File: src/rtl/core/b64d_pkg.sv
package b64d_pkg;

	// Result status codes
	localparam logic [1:0] ST_OK       = 2'd0;
	localparam logic [1:0] ST_BAD_CHAR = 2'd1;
	localparam logic [1:0] ST_BAD_PAD  = 2'd2;
	localparam logic [1:0] ST_BAD_LEN  = 2'd3;

	// Job queue between front and back
	localparam int unsigned QDEPTH = 4;
	localparam int unsigned QAW    = $clog2(QDEPTH);

	// Input word: one character
	typedef struct packed {
		logic [7:0] symbol_char;
		logic       last_symbol;
	} sym_word_t;

	// Output word: one decoded byte or status
	typedef struct packed {
		logic [7:0] data_byte;
		logic [1:0] status;
		logic       last_of_run;
		logic       end_of_frame;
	} byte_word_t;

	// Job from front to back: up to three bytes, first byte in the high bits
	typedef struct packed {
		logic [23:0] data;
		logic [1:0]  last_idx;
		logic [1:0]  status;
		logic        eof;
	} b64d_job_t;

endpackage

File: src/rtl/core/base64url_strict_decoder.sv
// Channel  | Handshake     | Word
// ---------+---------------+------------------------------------------------
// symbol   | push / full   | symbol_char, last_symbol (one character)
// result   | pop / empty   | data_byte, status, last_of_run, end_of_frame
//
// A character is classified in the cycle it is taken and its job enters the
// four-entry queue at that edge; its first word shows once the back end loads
// it. Input takes one character per cycle unless full and the back end sends
// one word per cycle while pop is held, so a group of four gives three words;
// full rises only when the queue is full. Reset clears group state, queue
// and output stage. A pop stall backs up via the queue to full, losing no words.
module base64url_strict_decoder (
	input  logic                 clk,
	input  logic                 arst_n,
	input  logic                 push,
	output logic                 full,
	input  b64d_pkg::sym_word_t  symbol,
	input  logic                 pop,
	output logic                 empty,
	output b64d_pkg::byte_word_t result
);
	import b64d_pkg::*;

	logic      accept;
	logic      job_valid;
	b64d_job_t job;
	logic      q_rd;
	logic      q_empty;
	b64d_job_t q_data;

	assign accept = push && !full;

	// Decode and classify
	b64d_front u_front (
		.clk       (clk),
		.arst_n    (arst_n),
		.accept    (accept),
		.sym       (symbol),
		.job_valid (job_valid),
		.job       (job)
	);

	// Job queue
	b64d_queue u_queue (
		.clk     (clk),
		.arst_n  (arst_n),
		.wr_en   (accept && job_valid),
		.wr_data (job),
		.full    (full),
		.rd_en   (q_rd),
		.rd_data (q_data),
		.empty   (q_empty)
	);

	// Byte output
	b64d_back u_back (
		.clk     (clk),
		.arst_n  (arst_n),
		.q_empty (q_empty),
		.q_data  (q_data),
		.q_rd    (q_rd),
		.pop     (pop),
		.empty   (empty),
		.result  (result)
	);

endmodule

File: src/rtl/core/b64d_front.sv
module b64d_front (
	input  logic               clk,
	input  logic               arst_n,
	input  logic               accept,
	input  b64d_pkg::sym_word_t sym,
	output logic               job_valid,
	output b64d_pkg::b64d_job_t job
);
	import b64d_pkg::*;

	logic [1:0]  phase_q;
	logic [17:0] acc_q;
	logic        discard_q;

	logic [1:0]  phase_d;
	logic [17:0] acc_d;
	logic        discard_d;

	logic        sym_ok;
	logic [5:0]  sym_val;
	logic [17:0] acc_n;
	logic [1:0]  n_cnt;
	logic [7:0]  ch;

	// Alphabet lookup: A-Z, a-z, 0-9, '-', '_'
	always_comb begin
		ch = sym.symbol_char;
		sym_ok = 1'b1;
		sym_val = 6'd0;
		if (ch >= "A" && ch <= "Z") begin
			sym_val = 6'(ch - 8'd65);
		end else if (ch >= "a" && ch <= "z") begin
			sym_val = 6'(ch - 8'd97 + 8'd26);
		end else if (ch >= "0" && ch <= "9") begin
			sym_val = 6'(ch - 8'd48 + 8'd52);
		end else if (ch == "-") begin
			sym_val = 6'd62;
		end else if (ch == "_") begin
			sym_val = 6'd63;
		end else begin
			sym_ok = 1'b0;
		end
	end

	assign acc_n = {acc_q[11:0], sym_val};
	assign n_cnt = phase_q + 2'd1;

	// Classify the character and build a job
	always_comb begin
		phase_d   = phase_q;
		acc_d     = acc_q;
		discard_d = discard_q;
		job_valid = 1'b0;
		job       = '{data: 24'd0, last_idx: 2'd0, status: ST_OK, eof: 1'b1};
		priority if (discard_q) begin
			if (sym.last_symbol) begin
				discard_d = 1'b0;
				phase_d   = 2'd0;
				acc_d     = 18'd0;
			end
		end else if (!sym_ok) begin
			phase_d    = 2'd0;
			acc_d      = 18'd0;
			discard_d  = !sym.last_symbol;
			job_valid  = 1'b1;
			job.status = ST_BAD_CHAR;
		end else if (phase_q == 2'd3) begin
			phase_d      = 2'd0;
			acc_d        = 18'd0;
			job_valid    = 1'b1;
			job.data     = {acc_q, sym_val};
			job.last_idx = 2'd2;
			job.eof      = sym.last_symbol;
		end else if (!sym.last_symbol) begin
			phase_d = n_cnt;
			acc_d   = acc_n;
		end else begin
			// Tail at end of string
			phase_d   = 2'd0;
			acc_d     = 18'd0;
			job_valid = 1'b1;
			priority if (n_cnt == 2'd1) begin
				job.status = ST_BAD_LEN;
			end else if (n_cnt == 2'd2) begin
				if (sym_val[3:0] != 4'd0) begin
					job.status = ST_BAD_PAD;
				end else begin
					job.data = {acc_n[11:4], 16'd0};
				end
			end else begin
				if (sym_val[1:0] != 2'd0) begin
					job.status = ST_BAD_PAD;
				end else begin
					job.data     = {acc_n[17:10], acc_n[9:2], 8'd0};
					job.last_idx = 2'd1;
				end
			end
		end
	end

	// Group state
	always_ff @(posedge clk or negedge arst_n) begin
		if (!arst_n) begin
			phase_q   <= 2'd0;
			acc_q     <= 18'd0;
			discard_q <= 1'b0;
		end else if (accept) begin
			phase_q   <= phase_d;
			acc_q     <= acc_d;
			discard_q <= discard_d;
		end
	end

endmodule

File: src/rtl/core/b64d_queue.sv
module b64d_queue (
	input  logic               clk,
	input  logic               arst_n,
	input  logic               wr_en,
	input  b64d_pkg::b64d_job_t wr_data,
	output logic               full,
	input  logic               rd_en,
	output b64d_pkg::b64d_job_t rd_data,
	output logic               empty
);
	import b64d_pkg::*;

	b64d_job_t      mem [QDEPTH];
	logic [QAW-1:0] wr_ptr_q;
	logic [QAW-1:0] rd_ptr_q;
	logic [QAW:0]   count_q;
	logic           do_wr;
	logic           do_rd;

	assign full    = (count_q == (QAW+1)'(QDEPTH));
	assign empty   = (count_q == '0);
	assign do_wr   = wr_en && !full;
	assign do_rd   = rd_en && !empty;
	assign rd_data = mem[rd_ptr_q];

	// Storage
	always_ff @(posedge clk) begin
		if (do_wr) begin
			mem[wr_ptr_q] <= wr_data;
		end
	end

	// Pointers and fill count
	always_ff @(posedge clk or negedge arst_n) begin
		if (!arst_n) begin
			wr_ptr_q <= '0;
			rd_ptr_q <= '0;
			count_q  <= '0;
		end else begin
			if (do_wr) begin
				wr_ptr_q <= wr_ptr_q + QAW'(1);
			end
			if (do_rd) begin
				rd_ptr_q <= rd_ptr_q + QAW'(1);
			end
			unique case ({do_wr, do_rd})
				2'b10:   count_q <= count_q + (QAW+1)'(1);
				2'b01:   count_q <= count_q - (QAW+1)'(1);
				default: count_q <= count_q;
			endcase
		end
	end

endmodule

File: src/rtl/core/b64d_back.sv
module b64d_back (
	input  logic                clk,
	input  logic                arst_n,
	input  logic                q_empty,
	input  b64d_pkg::b64d_job_t  q_data,
	output logic                q_rd,
	input  logic                pop,
	output logic                empty,
	output b64d_pkg::byte_word_t result
);
	import b64d_pkg::*;

	b64d_job_t  job_q;
	logic       valid_q;
	logic [1:0] idx_q;
	logic       at_last;
	logic       taken;

	assign at_last = (idx_q == job_q.last_idx);
	assign taken   = pop && valid_q;
	assign q_rd    = !q_empty && (!valid_q || (taken && at_last));
	assign empty   = !valid_q;

	// Byte select for the current word
	always_comb begin
		unique case (idx_q)
			2'd0:    result.data_byte = job_q.data[23:16];
			2'd1:    result.data_byte = job_q.data[15:8];
			default: result.data_byte = job_q.data[7:0];
		endcase
		result.status       = job_q.status;
		result.last_of_run  = at_last;
		result.end_of_frame = at_last && job_q.eof;
	end

	// Current job and byte index
	always_ff @(posedge clk or negedge arst_n) begin
		if (!arst_n) begin
			valid_q <= 1'b0;
			idx_q   <= 2'd0;
		end else if (q_rd) begin
			valid_q <= 1'b1;
			idx_q   <= 2'd0;
		end else if (taken) begin
			if (at_last) begin
				valid_q <= 1'b0;
			end else begin
				idx_q <= idx_q + 2'd1;
			end
		end
	end

	always_ff @(posedge clk) begin
		if (q_rd) begin
			job_q <= q_data;
		end
	end

endmodule
File: config.mk
export PLATFORM = sky130hd
export DESIGN_NAME = base64url_strict_decoder
export DESIGN_NICKNAME = d
export VERILOG_FILES = /design/src/rtl/core/b64d_pkg.sv /design/src/rtl/core/base64url_strict_decoder.sv /design/src/rtl/core/b64d_front.sv /design/src/rtl/core/b64d_queue.sv /design/src/rtl/core/b64d_back.sv
export SDC_FILE = /design/constraint.sdc
export NUM_CORES = 1
export LEC_CHECK = 0
export BUFFER_PORTS_ARGS = -buffer_cell sky130_fd_sc_hd__buf_2
export CAP_MARGIN = 5
export CORE_ASPECT_RATIO = 0.5
export CORE_MARGIN = 1
export CORE_UTILIZATION = 40
export DETAILED_ROUTE_END_ITERATION = 6
export GPL_ROUTABILITY_DRIVEN = 0
export PLACE_DENSITY = 0.58
export SLEW_MARGIN = 40
export SYNTH_ARGS = -nofsm -noshare
export SYNTH_HDL_FRONTEND = slang
export SYNTH_HIERARCHICAL = 1
export SYNTH_SLANG_ARGS = --single-unit
File: constraint.sdc
create_clock -name clk -period 5.98 [get_ports clk]
set_clock_uncertainty 0.2 [all_clocks]
set_input_delay 0 -clock clk [delete_from_list [all_inputs] [get_ports clk]]
set_output_delay 0 -clock clk [all_outputs]
set_load 0.01 [all_outputs]
* After elaboration in Yosys (flattened, before gate mapping)
Memory sizes are Yosys's and may differ from the RTL's. A register that Yosys moved wholly into a read port is not among the register bits.
Index checks and enable logic that the tools add are counted.
** Storage, ports and cells
- Flip-flop bits (word level) :: 31
- RAM bits :: 116
- Bits of input ports :: 13
- Output and inout port bits :: 14
- Memories :: 1
** Operators by class
- Add/subtract/negate cells :: 11
- $lt $le $gt $ge :: 6
- Equal/unequal tests :: 12
- Multiplexer cells :: 54
- Reductions and logical operators :: 26
** Memories
- u_queue.mem :: words 4, width 29, read ports 1, clocked after memory_dff 1, wr ports 1, RTL line b64d_queue.sv:13 : b64d_job_t mem [QDEPTH];
** Operators by type and width (count)
- two-way mux 26 bit :: 4
- two-way mux 18 bit :: 5
- two-way mux 24 bit :: 2
- two-way mux 2 bit :: 15
- two-way mux 6 bit :: 5
- two-way mux 29 bit :: 1
- two-way mux 28 bit :: 1
- two-way mux 1 bit :: 19
- greater-or-equal comparator 8 x 7 -> 1 bit, second input constant :: 2
- <= comparator 8 x 7 -> 1 bit, second input constant :: 2
- one-hot mux 8 bit (2 select lines) :: 1
- subtractor 6 bit, second input constant :: 2
- logical AND 1 bit :: 11
- adder 2 x 1 -> 2 bit, second input constant :: 4
- equality test 8 x 6 -> 1 bit, second input constant :: 1
- equality test 8 x 7 -> 1 bit, second input constant :: 1
- greater-or-equal comparator 8 x 6 -> 1 bit, second input constant :: 1
- <= comparator 8 x 6 -> 1 bit, second input constant :: 1
- nonzero test 2 bit :: 4
- adder 6 x 5 -> 6 bit, second input constant :: 1
- adder 6 bit, second input constant :: 1
- equality test 2 x 1 -> 1 bit, second input constant :: 3
- equality test 2 bit, second input constant :: 3
- one-hot mux 3 bit (2 select lines) :: 1
- 12 further kinds :: 18

* Logic depth before layout (Yosys ltp)
- Depth in word-level cells :: 14
- Depth in mapped cells :: 17

* By module
Netlist, hierarchy kept.
** Modules (own cells, without submodules)
- b64d_queue :: times used 1, cells each 188, area each 4630.7 um^2
- b64d_front :: times used 1, cells each 227, area each 1821.7 um^2
- b64d_back :: times used 1, cells each 85, area each 1258.7 um^2
- base64url_strict_decoder :: times used 1, cells each 2, area each 15.0 um^2

* Worst setup path after synthesis
No wires, ideal clock.
- Kind :: flip-flop to flip-flop
- From :: register u_back.idx_q[0]
- To :: register u_queue.count_q[2]
- Data arrival time :: 3.663 ns
- Data required time :: 5.701 ns
- Path slack :: 2.038 ns
- Stages on the path, launching flop included :: 11
- Buffers on the path :: 0
- Period minus slack after synthesis :: 3.942 ns
- Cells stage by stage :: dfrtp_1 -> xnor2_1 -> nand3_1 -> a21oi_1 -> o31a_2 -> ha_1 -> inv_1 -> fa_1 -> xor2_1 -> nor2_1 -> xor2_1
** Between the ends
- Word-level cells in the longest chain between the ends :: 7
- Elaborated cells on any way between the ends :: 9
** RTL lines
- start, declared :: RTL line b64d_back.sv:15 : logic [1:0] idx_q;
- start signal, assigned :: RTL line b64d_back.sv:48 : idx_q <= idx_q + 2'd1;
- equality test 2 bit * :: RTL line b64d_back.sv:19 : assign at_last = (idx_q == job_q.last_idx);
- logical AND 1 bit * :: RTL line b64d_back.sv:21 : assign q_rd = !q_empty && (!valid_q || (taken && at_last));
- logical OR 1 bit * :: RTL line b64d_back.sv:21
- logical AND 1 bit * :: RTL line b64d_back.sv:21
- net q_rd :: RTL line base64url_strict_decoder.sv:27 : logic q_rd;
- logical AND 1 bit * :: RTL line b64d_queue.sv:23 : assign do_rd = rd_en && !empty;
- net u_queue.do_rd :: RTL line b64d_queue.sv:18 : logic do_rd;
- equality test 2 x 1 -> 1 bit / equality test 2 bit (equally long branches) :: RTL line b64d_queue.sv:46 : unique case ({do_wr, do_rd})
- one-hot mux 3 bit (2 select lines) / nonzero test 2 bit (equally long branches)
- end signal, assigned :: RTL line b64d_queue.sv:47 : 2'b10: count_q <= count_q + (QAW+1)'(1);
- end signal, assigned :: RTL line b64d_queue.sv:48 : 2'b01: count_q <= count_q - (QAW+1)'(1);
- end signal, assigned :: RTL line b64d_queue.sv:49 : default: count_q <= count_q;
- end, declared :: RTL line b64d_queue.sv:16 : logic [QAW:0] count_q;
The timed path passes the listed nets; every way through them passes the cells marked *.
A chain may end at the register's enable or synchronous reset.

==> out/qor.csv <==
metric,value,unit
critPathLaunch,symbol[3],
drive_gt1_share,21.53,%
fin_crit_sh,57.55,%
clk_path_buf_depth,2,
final_common_cell,edfxtp_1,
endpoint_kind,flip-flop,
grt_pass1_vias,4266,
vias_per_cell,5.289,
post_cts_buffers,0,
numCtsBuffers,17,
ctsResizeCount,0,
synth-edff-count,145,
cp_common_cell,o21ai_0,
synth_cell_type_count,68,
async_flop_share,17.61,%
worstMarginPinSlew,876.3,ps
synth-seq-cells,176,
io_pins,27,
start_kind,input pin,
synth_area,0.007726,mm2
drv_cap,0,
ys_seq_area_share,66.40,%
hold_path_startpoint,symbol[3],
routedWlPerCell,19.19,um
design_area,0.008738,mm2
cts_tree,built,
final_max_slew_viol_count,0,
ys.flop_type,edfxtp_1,
grt_overflow_total,0,
synthXorXnorAreaFrac,1.474,%
critPathSlowestCell,o21ai_0,
core-area,0.01866,mm2
hold_viol_final,0,
grtUsageTotal,16.76,%
slowest_delay,600,ps
critPathBufInv,2,
grt_pass1_wl,24.39,mm
holdBufCountCts,5,
drt_iter0_drc,396,
path_class,input pin to flip-flop,
drc,0,
synth_fa_ha_area_share,3.336,%
tns,0,ps
root_buffer,clkbuf_16,
fin_hold_ws,57.98,ps
rows,35,
grt_start_max_net_pins,32,
die_y,100.3,um
finalWorstSetupSlack,2539,ps
timing.fmax,290.6,MHz
yosysWarnings,6,
setup_viol,0,
ir_worst_vdd,0.2333,mV
placed_area,0.008102,mm2
power_per_cell_area,413.3,mW/mm2
hpwl,9.764,mm
power_leakage,0.003106,uW
final_cell_mix,"edfxtp_1 (145), nand2_1 (48), dfrtp_1 (29), mux4_2 (28)",
synth_cells,502,
hold_class,input pin to flip-flop,
htreeDepth,4,
synthMuxAreaShare,9.085,%
fin_nets,568,
clock_latency,420,ps
synth_top_family_by_area,compound AO/OA/AOI/OAI gates,
avgSynthCellArea,15.39,um2
synth_simple_gate_area_share,7.271,%
area_growth,13.10,%
critical_path.max_fanout,12,
preCtsSetupSlack,2169,ps
diodes,0,
critical_path.top_delay_family,compound AO/OA/AOI/OAI gates,
antenna_found_initial,0,
dr_total_vias,4268,
crit_required,5940,ps
cts.sinks,176,
crit_arrival,3400,ps
r2r-start,u_front/phase_q[0]$_DFFE_PN0P_,
min_period,3441,ps
relSlewSlack,41.08,%
dr.pass1.iters,5,
finalWirelength,15.49,mm
port_buffers,26,
synth_compound_area_share,9.490,%
rsz0062_at_grt,false,
die_area,0.01991,mm2
path_cells,buf_2 > inv_1 > ha_1 > a21o_2 > a41o_1 > nor3_1 > a311oi_1 > o21ai_0 > nand4_1 > o21ai_0,
clk_pin_slew_worst_paths,60,ps
start_util,41.42,%
synth_fp_nets,535,
run_status,"complete, no violations",
dieWidth,198.5,um
antenna_left,0,
-- path summary, 6_finish.rpt --
kind                            slack [ps]                        endpoint  depth (start not counted)
worst min register to register         290    u_front/acc_q[3]$_DFFE_PN0P_                          2
worst max register to register        3280    u_queue/mem[2][25]$_DFFE_PP_                          7
worst max-delay path                  2540    u_queue/mem[2][25]$_DFFE_PP_                         10
min in group asynchronous              410  u_queue/count_q[1]$_DFFE_PN0P_                          3
max in group asynchronous             4830   u_front/acc_q[14]$_DFFE_PN0P_                          3
worst min-delay path                    60    u_front/acc_q[2]$_DFFE_PN0P_                          4
-- layout make-up --
type,instances,area [um2]
fillers,1643,9917
flip-flops and latches,176,5132
multi-input cells,276,2387
clock buffers,17,425.4
well taps,259,324.1
repair buffers,35,215.2
clock inverters,15,142.6
inverters,29,111.4
-- layer usage --
| layer | vias up | routed length, um | GRT usage (%) |
|---|---|---|---|
| li1 | 1996 | - | - |
| met1 | 2167 | 7627 | 24.78 |
| met2 | 89 | 7071 | 25.10 |
| met3 | 16 | 606 | 2.890 |
| met4 | 0 | 179 | 5.740 |
| met5 | - | 0 | 0 |
-- synthesized netlist by cell type (all sizes together), types with 2 or more instances --
| library cell | number | area (um2) |
|---|---|---|
| a211oi | 3 | 40.04 |
| nand2 | 48 | 180.2 |
| nor2b | 6 | 45.04 |
| a21oi | 13 | 65.06 |
| a2111oi | 2 | 17.52 |
| xor2 | 7 | 61.31 |
| clkbuf | 9 | 33.78 |
| mux4 | 29 | 656.9 |
| dfrtp | 31 | 775.7 |
| o211ai | 2 | 15.01 |
| a2111o | 2 | 22.52 |
| nor3b | 2 | 26.28 |
| xnor2 | 6 | 52.55 |
| nor2 | 16 | 60.06 |
| o31a | 2 | 18.77 |
| o31ai | 2 | 15.01 |
| inv | 29 | 111.4 |
| o21ai | 32 | 175.2 |
| nand3b | 2 | 15.01 |
| nand4 | 2 | 12.51 |
| nand3 | 5 | 25.02 |
| buf | 12 | 82.57 |
| o22ai | 4 | 50.05 |
| and2 | 5 | 36.29 |
| nand2b | 3 | 18.77 |
| or3 | 3 | 20.02 |
| nor4 | 3 | 18.77 |
| a22oi | 17 | 127.6 |
| mux2i | 3 | 30.03 |
| edfxtp | 145 | 4354 |
| a22o | 8 | 70.07 |
| and3 | 2 | 13.77 |
| ha | 19 | 237.7 |
| nor3 | 10 | 55.05 |
-- tightest hold or removal path: stages --
cell and delay [ps]:
buf_2 180, nand2_1 80, a22oi_1 170, o21ai_0 200
-- flip-flops by register name (all words and copies together) (netlist names) --
register,flops
u_queue/mem,116
u_back/job_q,27
u_front/acc_q,18
u_queue/count_q,3
u_back/idx_q,2
u_back/result,2
u_front/phase_q,2
u_queue/rd_ptr_q,2
u_queue/wr_ptr_q,2
u_back/valid_q,1
u_front/discard_q,1
-- logic make-up (layout without fill, tap and decap cells) --
logic type	Yosys count	in the layout
XOR/XNOR	13	13
adder cells (fa/ha/maj)	20	20
AND/OR/NAND/NOR	111	111
multiplexers	33	33
AO/OA/AOI/OAI	99	99
buffers and inverters	50	96
flip-flops	176	176
-- stage by stage --
stage                     cells  util, %  power, uW
after floorplan             502        -       2325
after CTS                   806    46.74       3661
after global placement      769    43.42       2590
after global routing        807    46.84       3798
after detailed placement    769    43.43       2605
final                       807    46.84       3612
-- report_power, final --
part / internal [uW] / switching (uW)
Sequential: 1560 / 124
Clock: 553 / 494
Combinational: 385 / 495
No activity file was read; power rests on OpenSTA's default activity.
